**src/hdl/crc8df_pkg.sv**
```systemverilog
// Package with shared types, codes and the CRC-8 byte update for the CRC-8 frame deframer.
`timescale 1ns / 1ps

package crc8df_pkg;

   localparam int unsigned ByteWidth   = 8;
   localparam int unsigned StatusWidth = 3;
   localparam int unsigned CsrAddrWidth = 3;
   localparam int unsigned RspDataWidth = 40;

   localparam logic [ByteWidth-1:0] HeaderFirstReset  = 8'h77;
   localparam logic [ByteWidth-1:0] HeaderSecondReset = 8'h88;
   localparam logic [ByteWidth-1:0] TrailerReset      = 8'h0D;
   localparam logic [ByteWidth-1:0] CodeRequestReset  = 8'hA1;
   localparam logic [ByteWidth-1:0] CodeCommandReset  = 8'h18;
   localparam logic [ByteWidth-1:0] CrcPolyReset      = 8'h07;

   localparam logic [ByteWidth-1:0] PosHeaderFirst  = 8'd0;
   localparam logic [ByteWidth-1:0] PosHeaderSecond = 8'd1;
   localparam logic [ByteWidth-1:0] PosCode         = 8'd2;
   localparam logic [ByteWidth-1:0] PosLength       = 8'd3;
   localparam logic [ByteWidth-1:0] PosPayload      = 8'd4;
   localparam logic [ByteWidth-1:0] PosMax          = 8'hFF;
   localparam logic [ByteWidth:0]   MinFrameBytes   = 9'd6;

   typedef enum logic [CsrAddrWidth-1:0] {
      CSR_HEADER_FIRST  = 3'd0,
      CSR_HEADER_SECOND = 3'd1,
      CSR_TRAILER       = 3'd2,
      CSR_CODE_REQUEST  = 3'd3,
      CSR_CODE_COMMAND  = 3'd4,
      CSR_CRC_POLY      = 3'd5
   } csr_index_type;

   typedef enum logic [StatusWidth-1:0] {
      STATUS_OK      = 3'd0,
      STATUS_SHORT   = 3'd1,
      STATUS_HEADER  = 3'd2,
      STATUS_CODE    = 3'd3,
      STATUS_LENGTH  = 3'd4,
      STATUS_TRAILER = 3'd5,
      STATUS_CRC     = 3'd6
   } status_type;

   typedef enum logic {
      KIND_PAYLOAD = 1'b0,
      KIND_STATUS  = 1'b1
   } kind_type;

   function automatic logic [ByteWidth-1:0] crc8_feed(
      input logic [ByteWidth-1:0] crc,
      input logic [ByteWidth-1:0] data,
      input logic [ByteWidth-1:0] poly
   );
      logic [ByteWidth-1:0] c;
      c = crc ^ data;
      for (int k = 0; k < ByteWidth; k++) begin
         if (c[ByteWidth-1]) begin
            c = {c[ByteWidth-2:0], 1'b0} ^ poly;
         end else begin
            c = {c[ByteWidth-2:0], 1'b0};
         end
      end
      return c;
   endfunction

endpackage

```
**src/hdl/crc8_frame_deframer.sv**
```systemverilog
// CRC-8 frame deframer: header, code and length checks, payload output and end-of-frame status.
`timescale 1ns / 1ps

// Takes one received byte per transaction on the req_ side, with req_tlast on the final byte
// of a frame, and gives at most one transaction on the rsp_ side for it: a payload byte
// (rsp_tuser low) for each of the bytes after the length byte, up to the declared length, and
// a status (rsp_tuser high) for the byte marked last, after which a new frame starts. The
// CRC-8 update is a fully unrolled eight-step shift over one byte, so a byte is accepted
// every cycle while rsp_tready is high or the result register is empty,
// and its result appears in the result register on the next cycle. Configuration writes on
// the csr_ port take effect at once and are meant to be made while no frame is in progress.
module crc8_frame_deframer
   import crc8df_pkg::*;
(
   input  logic                      clock,
   input  logic                      reset,
   input  logic                      req_tvalid,
   output logic                      req_tready,
   input  logic [ByteWidth-1:0]      req_tdata,   // [7:0] in_byte
   input  logic                      req_tlast,
   output logic                      rsp_tvalid,
   input  logic                      rsp_tready,
   // [7:0] payload_byte, [15:8] payload_index, [23:16] frame_code,
   // [31:24] frame_length, [34:32] status, [39:35] zero
   output logic [RspDataWidth-1:0]   rsp_tdata,
   output logic                      rsp_tuser,   // [0] kind
   input  logic                      csr_wen,
   input  logic [CsrAddrWidth-1:0]   csr_addr,
   input  logic [ByteWidth-1:0]      csr_wdata
);

   logic [ByteWidth-1:0] header_first_ff, header_second_ff, trailer_ff;
   logic [ByteWidth-1:0] code_request_ff, code_command_ff, crc_poly_ff;

   logic [ByteWidth-1:0] position_ff, position_in;
   logic [ByteWidth-1:0] crc_ff, crc_in;
   logic [ByteWidth-1:0] code_ff, code_in;
   logic [ByteWidth-1:0] length_ff, length_in;
   logic [ByteWidth-1:0] crc_rx_ff, crc_rx_in;
   logic                 header_err_ff, header_err_in;
   logic                 code_err_ff, code_err_in;
   logic                 overflow_ff, overflow_in;

   logic                 rsp_valid_ff, rsp_valid_in;
   logic                 rsp_kind_ff, rsp_kind_in;
   logic [RspDataWidth-1:0] rsp_data_ff, rsp_data_in;

   logic                 accept;
   logic                 over;
   logic                 emit;
   logic [ByteWidth-1:0] idx;
   logic [ByteWidth-1:0] crc_fed;
   logic [ByteWidth:0]   byte_count;
   logic [ByteWidth:0]   expected_count;
   status_type           status;

   assign req_tready = !rsp_valid_ff || rsp_tready;
   assign accept     = req_tvalid && req_tready;
   assign rsp_tvalid = rsp_valid_ff;
   assign rsp_tdata  = rsp_data_ff;
   assign rsp_tuser  = rsp_kind_ff;

   always_ff @(posedge clock) begin
      if (reset) begin
         header_first_ff  <= HeaderFirstReset;
         header_second_ff <= HeaderSecondReset;
         trailer_ff       <= TrailerReset;
         code_request_ff  <= CodeRequestReset;
         code_command_ff  <= CodeCommandReset;
         crc_poly_ff      <= CrcPolyReset;
      end else if (csr_wen) begin
         case (csr_addr)
            CSR_HEADER_FIRST:  header_first_ff  <= csr_wdata;
            CSR_HEADER_SECOND: header_second_ff <= csr_wdata;
            CSR_TRAILER:       trailer_ff       <= csr_wdata;
            CSR_CODE_REQUEST:  code_request_ff  <= csr_wdata;
            CSR_CODE_COMMAND:  code_command_ff  <= csr_wdata;
            CSR_CRC_POLY:      crc_poly_ff      <= csr_wdata;
            default: ;
         endcase
      end
   end

   always_comb begin
      position_in   = position_ff;
      crc_in        = crc_ff;
      code_in       = code_ff;
      length_in     = length_ff;
      crc_rx_in     = crc_rx_ff;
      header_err_in = header_err_ff;
      code_err_in   = code_err_ff;
      overflow_in   = overflow_ff;
      emit          = 1'b0;
      idx           = '0;
      status        = STATUS_OK;
      over          = overflow_ff || (position_ff == PosMax);
      crc_fed       = crc8_feed(crc_ff, req_tdata, crc_poly_ff);

      if (!over) begin
         if (position_ff == PosHeaderFirst && req_tdata != header_first_ff) begin
            header_err_in = 1'b1;
         end
         if (position_ff == PosHeaderSecond && req_tdata != header_second_ff) begin
            header_err_in = 1'b1;
         end
         if (position_ff == PosCode) begin
            code_in = req_tdata;
            if (req_tdata != code_request_ff && req_tdata != code_command_ff) begin
               code_err_in = 1'b1;
            end
         end
         if (position_ff == PosLength) begin
            length_in = req_tdata;
         end
         if (position_ff < PosPayload) begin
            crc_in = crc_fed;
         end else begin
            idx = position_ff - PosPayload;
            if (idx < length_ff) begin
               crc_in = crc_fed;
               emit   = 1'b1;
            end else if (idx == length_ff) begin
               crc_rx_in = req_tdata;
            end
         end
         position_in = position_ff + 8'd1;
      end else begin
         overflow_in = 1'b1;
      end

      byte_count     = {1'b0, position_ff} + 9'd1;
      expected_count = {1'b0, length_in} + MinFrameBytes;
      if (over) begin
         status = STATUS_LENGTH;
      end else if (byte_count < MinFrameBytes) begin
         status = STATUS_SHORT;
      end else if (header_err_in) begin
         status = STATUS_HEADER;
      end else if (code_err_in) begin
         status = STATUS_CODE;
      end else if (byte_count != expected_count) begin
         status = STATUS_LENGTH;
      end else if (req_tdata != trailer_ff) begin
         status = STATUS_TRAILER;
      end else if (crc_rx_in != crc_in) begin
         status = STATUS_CRC;
      end else begin
         status = STATUS_OK;
      end

      rsp_valid_in = rsp_valid_ff && !rsp_tready;
      rsp_kind_in  = rsp_kind_ff;
      rsp_data_in  = rsp_data_ff;
      if (accept) begin
         if (req_tlast) begin
            rsp_valid_in = 1'b1;
            rsp_kind_in  = KIND_STATUS;
            rsp_data_in  = {5'd0, status, length_in, code_in, 8'd0, 8'd0};
         end else if (emit) begin
            rsp_valid_in = 1'b1;
            rsp_kind_in  = KIND_PAYLOAD;
            rsp_data_in  = {5'd0, STATUS_OK, length_in, code_in, idx, req_tdata};
         end
      end
   end

   always_ff @(posedge clock) begin
      if (reset) begin
         position_ff   <= '0;
         crc_ff        <= '0;
         code_ff       <= '0;
         length_ff     <= '0;
         crc_rx_ff     <= '0;
         header_err_ff <= 1'b0;
         code_err_ff   <= 1'b0;
         overflow_ff   <= 1'b0;
         rsp_valid_ff  <= 1'b0;
      end else begin
         rsp_valid_ff <= rsp_valid_in;
         if (accept) begin
            if (req_tlast) begin
               position_ff   <= '0;
               crc_ff        <= '0;
               code_ff       <= '0;
               length_ff     <= '0;
               crc_rx_ff     <= '0;
               header_err_ff <= 1'b0;
               code_err_ff   <= 1'b0;
               overflow_ff   <= 1'b0;
            end else begin
               position_ff   <= position_in;
               crc_ff        <= crc_in;
               code_ff       <= code_in;
               length_ff     <= length_in;
               crc_rx_ff     <= crc_rx_in;
               header_err_ff <= header_err_in;
               code_err_ff   <= code_err_in;
               overflow_ff   <= overflow_in;
            end
         end
      end
   end

   always_ff @(posedge clock) begin
      rsp_kind_ff <= rsp_kind_in;
      rsp_data_ff <= rsp_data_in;
   end

`ifndef SYNTHESIS
   a_last_restarts_frame: assert property (@(posedge clock) disable iff (reset)
      accept && req_tlast |=> position_ff == '0 && !overflow_ff && crc_ff == '0)
      else $error("Frame state not cleared after the final byte.");

   a_payload_has_no_status: assert property (@(posedge clock) disable iff (reset)
      rsp_valid_ff && rsp_kind_ff == KIND_PAYLOAD |->
         rsp_data_ff[34:32] == STATUS_OK && rsp_data_ff[15:8] < rsp_data_ff[31:24])
      else $error("Payload transaction carries a status or an index beyond the length.");

   a_overflow_at_limit: assert property (@(posedge clock) disable iff (reset)
      overflow_ff |-> position_ff == PosMax)
      else $error("Overflow flag set before the position counter saturated.");
`endif

endmodule

```
**config.mk**
```make
export PLATFORM = sky130hd
export DESIGN_NAME = crc8_frame_deframer
export DESIGN_NICKNAME = d
export VERILOG_FILES = /design/src/hdl/crc8df_pkg.sv /design/src/hdl/crc8_frame_deframer.sv
export SDC_FILE = /design/constraint.sdc
export NUM_CORES = 1
export LEC_CHECK = 0
export BUFFER_PORTS_ARGS = -buffer_cell sky130_fd_sc_hd__buf_2
export CAP_MARGIN = 20
export CORE_MARGIN = 2
export CORE_UTILIZATION = 65
export DETAILED_ROUTE_END_ITERATION = 6
export PLACE_DENSITY = 0.85
export SYNTH_ARGS = -nofsm -noshare
export SYNTH_HDL_FRONTEND = slang
export SYNTH_SLANG_ARGS = --single-unit
```
**constraint.sdc**
```tcl
create_clock -name clock -period 9.8 [get_ports clock]
set_input_delay 1.96 -clock clock [delete_from_list [all_inputs] [get_ports clock]]
set_output_delay 1.96 -clock clock [all_outputs]
set_load 0.02 [all_outputs]
```
==> results of run 1 <==
-- routing by layer --
layer  up-vias  routed length, µm  share of wire, %
li1       3834                  -                 -
met1      3869              10100                41
met2       446              11200                46
met3        71               2380               9.7
met4         0                743               3.0
met5         -                  0                 0
-- flip-flops by register name (all words and copies together), names as in the netlist, 8 cells and up --
| register | count |
|---|---|
| code_command_ff | 8 |
| code_ff | 8 |
| code_request_ff | 8 |
| crc_ff | 8 |
| crc_poly_ff | 8 |
| crc_rx_ff | 8 |
| header_first_ff | 8 |
| header_second_ff | 8 |
| length_ff | 8 |
| position_ff | 8 |
| rsp_tdata | 35 |
| trailer_ff | 8 |
-- power groups by stage --
stage	Combinational [mW]	Clock, mW	Sequential, mW
floorplan	0.409	0	0.590
global placement	0.498	0	0.588
detailed placement	0.506	0	0.588
CTS	0.512	0.618	0.577
global route	0.566	0.642	0.579
finish	0.524	0.617	0.577
-- how the worst min path moves through the flow --
stage                    endpoint  depth (start not counted)                from  slack (ns)
2_1_floorplan  code_command_ff[0]                          2  code_command_ff[0]        0.45
3_3_place_gp   code_command_ff[1]                          2  code_command_ff[1]        0.45
3_5_place_dp   code_command_ff[1]                          2  code_command_ff[1]        0.46
4_1_cts        code_command_ff[1]                          2  code_command_ff[1]        0.47
5_1_grt        code_command_ff[2]                          2  code_command_ff[2]        0.49
6_report       code_request_ff[1]                          2  code_request_ff[1]        0.47
-- stage by stage --
step / hold slack [ns] / instances / cell area (µm²) / total power, mW
floorplan: 0.449 / 1065 / 8890 / 0.999
global placement: 0.454 / 1241 / 9130 / 1.09
detailed placement: 0.459 / 1241 / 9130 / 1.09
CTS: 0.466 / 1273 / 9710 / 1.71
global route: 0.486 / 1273 / 9710 / 1.79
finish: 0.467 / 1273 / 9710 / 1.72
-- Yosys cell counts (4+ instances only) --
| cell | count |
|---|---|
| nor2_1 | 103 |
| a2111oi_0 | 4 |
| clkbuf_1 | 40 |
| nand3b_1 | 19 |
| buf_1 | 4 |
| mux2i_1 | 25 |
| xor2_1 | 17 |
| nor3_1 | 21 |
| and2_1 | 9 |
| nor4_1 | 8 |
| o31ai_1 | 6 |
| a211oi_1 | 10 |
| o21a_1 | 8 |
| buf_6 | 6 |
| xnor3_1 | 4 |
| nand2_1 | 151 |
| a211o_1 | 7 |
| a32oi_1 | 6 |
| a21oi_1 | 58 |
| or2_2 | 4 |
| mux2_2 | 15 |
| nand4_1 | 24 |
| o21ai_1 | 7 |
| nand2b_1 | 4 |
| xnor2_1 | 91 |
| o21ai_0 | 33 |
| o22ai_1 | 4 |
| o211ai_1 | 12 |
| buf_2 | 6 |
| nand3_1 | 26 |
| nor2b_1 | 22 |
| and3_1 | 10 |
| dfxtp_1 | 92 |
| inv_1 | 27 |
| o221ai_1 | 5 |
| edfxtp_1 | 36 |
| a22oi_1 | 25 |
| buf_4 | 12 |
| ha_1 | 16 |
| a22o_1 | 4 |
-- logic make-up (layout without fill, tap and decap cells) --
kind of cell    after synthesis  after routing  share of synthesized area (%)
buf+inv                      97            129                           5.24
flops                       128            128                           32.9
simple gates                431            431                           23.7
other cells                   1              5                         0.0422
fa+ha+maj                    16             16                           2.25
compound gates              229            229                           18.1
mux                          41             41                           4.97
xor+xnor                    118            118                           12.8
-- worst max-delay path: stages --
cell and delay [ns]:
buf_2 0.33, xor2_2 0.60, xnor2_1 0.38, o21ai_0 0.27, and4_1 0.28, o221ai_2 0.57
mux2_2 0.43, a211oi_2 0.49, nor2_1 0.26, a32oi_1 0.30, nand4_1 0.20, and4b_1 0.29
a2111oi_2 0.41, o221ai_2 0.18, nor4b_2 0.34, o22ai_1 0.13
-- area by class of cell --
cell class | count | area [µm²] | share of cell area (%)
clock buffer | 19 | 443 | 4.56
clock inverter | 13 | 139 | 1.43
inverter | 28 | 105 | 1.08
multi-input combinational | 840 | 5510 | 56.8
sequential | 128 | 2920 | 30.1
tap | 176 | 220 | 2.27
timing repair buffer | 69 | 363 | 3.74
==> key figures, run 1 <==
Outcome
  • Status: complete, no violations

Floorplan
  • Height of the die: 121 µm
  • Die Wd: 121 µm
  • I/O pins: 68
  • Core ar.: 13,300 µm²
  • Die footprint: 14,600 µm²
  • Row cnt: 42
  • Initial core utilization: 66.8%

Critical path
  • Crit-path max FO: 15
  • R2R depth: 15
  • Worst R2R Setup Slack: 3.85 ns
  • RR Endpoint: rsp_tdata[34]
  • Arr. time, crit path: 7.44 ns
  • Worst Setup EP: rsp_tdata[34]
  • Startpoint types: input port
  • CP Capture Type: register
  • Worst endpoint required time: 9.95 ns
  • Worst setup path startpoint: req_tdata[7]
  • R2r startpoint: crc_ff[7]
  • Crit path kind: input port to register

Yosys
  • Ys flop type: dfxtp_1
  • Share of Yosys cell area claimed by the top area cell type: 20.7%
  • Syn Inst Count: 1,061
  • Register bit total from synthesis: 128
  • Cell area after synthesis: 8880 µm²
  • Post-synth EDFFs: 36
  • Synth unique cells: 95
  • Synth top area cells: dfxtp_1, edfxtp_1, xnor2_1, nand2_1, nor2_1
  • Sequential area share after synthesis: 32.9%
  • Largest area contributor in the netlist: dfxtp_1
  • Synth warn: 0
  • Ys async rst share: 0%
  • Syn avg cell area: 8.37 µm²

Placement
  • Pre-CTS setup slack: 2.31 ns
  • Port Buffer Count: 62
  • DPL Wire Length: 16.3 mm
  • Final GP Congestion: 0.930

Detailed routing
  • TritonRoute pass-1 iters: 6
  • Final WL: 24.4 mm
  • DRC Markers: 0
  • DRT iter0 DRCs: 901
  • Vias per cell: 6.46
  • WL per Instance: 19.2 µm
  • Post-DRT Antenna Nets: 0
  • Vias: 8,220

Final layout
  • Most common cell after layout, fill and taps aside: nand2_1
  • Layout cells sized above 1: 13.7%
  • N_diodes: 0
  • Area growth from synthesis to layout: 9.31%
  • Final Net Count: 1,125
  • Most frequent cells in the layout: nand2_1, nor2_1, dfxtp_1
  • Number of fill cells: 991
  • Post-layout util: 73.0%

Power
  • Net Sw Power: 0.573 mW
  • Switching Fraction: 33.3%
  • Register share of total power: 33.6%
  • Logic pwr share: 30.5%
  • Max VDD drop: 164 µV
  • PwrDens: 177 nW/µm²
  • Static Leak: 3.69 nW
  • Clock power share: 35.9%
  • Internal power: 1.15 mW

Global routing
  • Grt peak-use layer: met2
  • GR Util met3: 7.19%
  • M2 GR Usage: 52.9%
  • Largest net degree at the start of global routing: 88
  • All-Layer GR Usage: 34.2%
  • M1 GR Usage: 47.0%
  • Initial antenna violation count: 0
  • Total grt overflow: 0
  • Global-route wire length before repair: 39.6 mm
  • Vias in the first global route: 7,655

Clock network
  • Hold_buf cts: 0
  • CTS tree: yes
  • Num CTS Buffers: 17
  • CTS root buf: clkbuf_16
  • Setup bufs post-CTS: 0
  • H-tree levels: 4
  • Reg clk slew, reported paths: 0.06 ns
  • Clock Path Buffers: 2
  • Post_cts resized: 0
  • Clk_lat worst skew: 0.41 ns
  • Clk sinks: 128

Timing
  • F_max: 137 MHz
  • Worst clock skew: 0.00785 ns
  • Final Cycle Share: 74.3%
  • Post-route minimum period: 7.28 ns
  • Hold violation total from the final report: 0
  • Final Setup Violations: 0
  • Least-Margin Pin Slew: 1.06 ns
  • Final WS setup: 2.52 ns
  • Slew HR: 29.4%
  • Max-slew violation count: 0
  • RSZ-0062 raised after global routing: no
  • Setup_tns: 0 ns

Hold path
  • Tightest Hold Check Type: register to register

Job
  • Max Cap Viol: 0
No activity file was read; power rests on OpenSTA's default activity.
==> inputs of run 2 (changes only) <==
CORE_UTILIZATION = 56   (was 65)
PLACE_DENSITY = 0.78   (was 0.85)
clock period = 5.95 ns   (was 9.8 ns; I/O delays follow)
==> run 2 against run 1 <==
Against the previous run:
- hold slack better by 0.0012 ns
- power is 73% higher
- sequential power rose by 65%
- cell area rose by 3.1%
- via count decreased by 0.13%
- combinational power up 70%
- largest power group unchanged
==> key figures, run 2 (synthesized netlist as in run 1, its figures left out) <==
Detailed routing
  • Post-DRT Antenna Nets: 0 (unchanged)
  • Final WL: 24.9 mm (+1.7%)
  • Vias: 8,209 (-0.13%)
  • DRT iter0 DRCs: 1,020 (+13%)
  • DRC Markers: 0 (unchanged)
  • Vias per cell: 6.14 (-4.9%)
  • TritonRoute pass-1 iters: 5 (-1)
  • WL per Instance: 18.6 µm (-3.1%)

Job
  • Max Cap Viol: 0 (unchanged)

Critical path
  • CP Capture Type: register
  • Arr. time, crit path: 5.84 ns (-1.60 ns)
  • Crit path kind: input port to register
  • Startpoint types: input port
  • Worst endpoint required time: 6.11 ns (-3.84 ns)
  • Worst R2R Setup Slack: 0.71 ns (-3.14 ns)
  • Crit-path max FO: 7 (-8)

Timing
  • Least-Margin Pin Slew: 1.01 ns (-0.0462 ns)
  • Worst clock skew: 0.0124 ns (+0.00456 ns)
  • Hold violation total from the final report: 0 (unchanged)
  • Final Setup Violations: 0 (unchanged)
  • Hold slack: 0.468 ns (+0.00117 ns)
  • Final Cycle Share: 95.5%
  • Setup_tns: 0 ns (unchanged)
  • Max-slew violation count: 0 (unchanged)
  • Slew HR: 32.5% (+3.1 points)
  • RSZ-0062 raised after global routing: no
  • Post-route minimum period: 5.68 ns
  • F_max: 176 MHz

Floorplan
  • Die footprint: 16,900 µm² (+16%)
  • Die Wd: 130 µm (+7.5%)
  • I/O pins: 68 (unchanged)
  • Row cnt: 46 (+9.5%)
  • Initial core utilization: 56.5% (-10 points)
  • Core ar.: 15,700 µm² (+18%)
  • Height of the die: 130 µm (+7.5%)

Power
  • Switching Fraction: 31.8% (-1.5 points)
  • Clock power share: 38.1% (+2.2 points)
  • Register share of total power: 32.0% (-1.6 points)
  • Total Power: 2.97 mW (+73%)
  • Internal power: 2.03 mW (+77%)
  • Logic pwr share: 29.9% (-0.6 points)
  • PwrDens: 297 nW/µm² (+68%)
  • Max VDD drop: 201 µV (+23%)
  • Net Sw Power: 0.947 mW (+65%)
  • Static Leak: 3.84 nW (+4.0%)

Clock network
  • CTS root buf: clkbuf_16
  • Setup bufs post-CTS: 0 (unchanged)
  • Post_cts resized: 0 (unchanged)
  • Hold_buf cts: 0 (unchanged)
  • H-tree levels: 4 (unchanged)
  • Num CTS Buffers: 17 (unchanged)
  • Reg clk slew, reported paths: 0.06 ns (about the same)
  • Clk_lat worst skew: 0.42 ns (about the same)
  • CTS tree: yes
  • Clk sinks: 128 (unchanged)
  • Clock Path Buffers: 2 (unchanged)

Final layout
  • Final Net Count: 1,149 (+2.1%)
  • Post-layout util: 63.7% (-9.3 points)
  • Most common cell after layout, fill and taps aside: nand2_1
  • Max reg flops: 35 (unchanged)
  • Most frequent cells in the layout: nand2_1, nor2_1, dfxtp_1
  • Area growth from synthesis to layout: 12.7%
  • N_diodes: 0 (unchanged)
  • Layout cells sized above 1: 15.4% (+1.8 points)

Hold path
  • Tightest Hold Check Type: register to register

Outcome
  • Status: complete, no violations

Global routing
  • Global-route wire length before repair: 38.2 mm (-3.6%)
  • Vias in the first global route: 7,332 (-4.2%)
  • All-Layer GR Usage: 28.9% (-5.3 points)
  • M2 GR Usage: 46.3% (-6.7 points)
  • GR Util met3: 5.90% (-1.3 points)
  • Initial antenna violation count: 0 (unchanged)
  • Total grt overflow: 0 (unchanged)
  • Grt peak-use layer: met2
  • M1 GR Usage: 39.6% (-7.4 points)
  • Largest net degree at the start of global routing: 88 (unchanged)

Placement
  • DPL Wire Length: 17.0 mm (+4.7%)
  • Final GP Congestion: 0.974 (+4.7%)
  • Port Buffer Count: 62 (unchanged)
==> run 2: cell types whose count changed in the layout (fill, tap and decap cells not counted), moves of 2 or more <==
| cell | previous run | this run |
|---|---|---|
| clkinv_4 | 3 | 1 |
| buf_4 | 7 | 30 |
| clkinv_1 | 2 | 4 |
| bufinv_16 | 2 | 5 |
==> run 2: per-stage QoR <==
step                      setup slack [ns]  cells  area [µm²]
after floorplan                      0.520   1065        8890
after global placement              0.0436   1305        9370
after detailed placement         -0.000918   1305        9370
after CTS                            0.413   1337       10000
after global routing                0.0235   1337       10000
final                                0.268   1337       10000
==> run 2: power groups by stage <==
stage          logic [mW]  registers [mW]  clock network [mW]
2_1_floorplan       0.674           0.972                   0
4_1_cts             0.875           0.950                1.14
3_5_place_dp        0.867           0.968                   0
6_report            0.891           0.951                1.13
5_1_grt             0.957           0.954                1.17
3_3_place_gp        0.862           0.968                   0
==> run 2: worst max-delay path, stage by stage <==
cell	delay, ns
buf_2	0.15
xor2_2	0.15
buf_4	0.17
xnor2_1	0.53
o21ai_0	0.30
and4_1	0.29
o221ai_2	0.24
buf_4	0.23
nor2_1	0.09
o31a_1	0.32
o311a_1	0.37
o31ai_1	0.46
nand2_1	0.19
or4b_1	0.54
nand4_1	0.12
o211ai_1	0.12
nor4b_2	0.25
o22ai_1	0.11
==> run 2: path summary, 6_finish.rpt <==
| path | end | startpoint | cells past startpoint |
|---|---|---|---|
| min | header_second_ff[1] | header_second_ff[1] | 2 |
| max | rsp_tdata[34] | req_tdata[5] | 18 |
| min reg2reg | header_second_ff[1] | header_second_ff[1] | 2 |
| max reg2reg | rsp_tdata[34] | crc_ff[7] | 16 |
==> run 2: layout make-up <==
type | instances | area, µm²
clock buffers | 17 | 425
clock inverters | 15 | 215
fillers | 1297 | 5700
inverters | 28 | 105
multi-input cells | 840 | 5510
flip-flops and latches | 128 | 2920
well taps | 216 | 270
repair buffers | 93 | 556
==> run 2: per-layer routing <==
metal  share of wire, %  routed length (µm)
met1                 43               10600
met2                 46               11600
met3                9.0                2230
met4                1.9                 471
met5                  0                   0
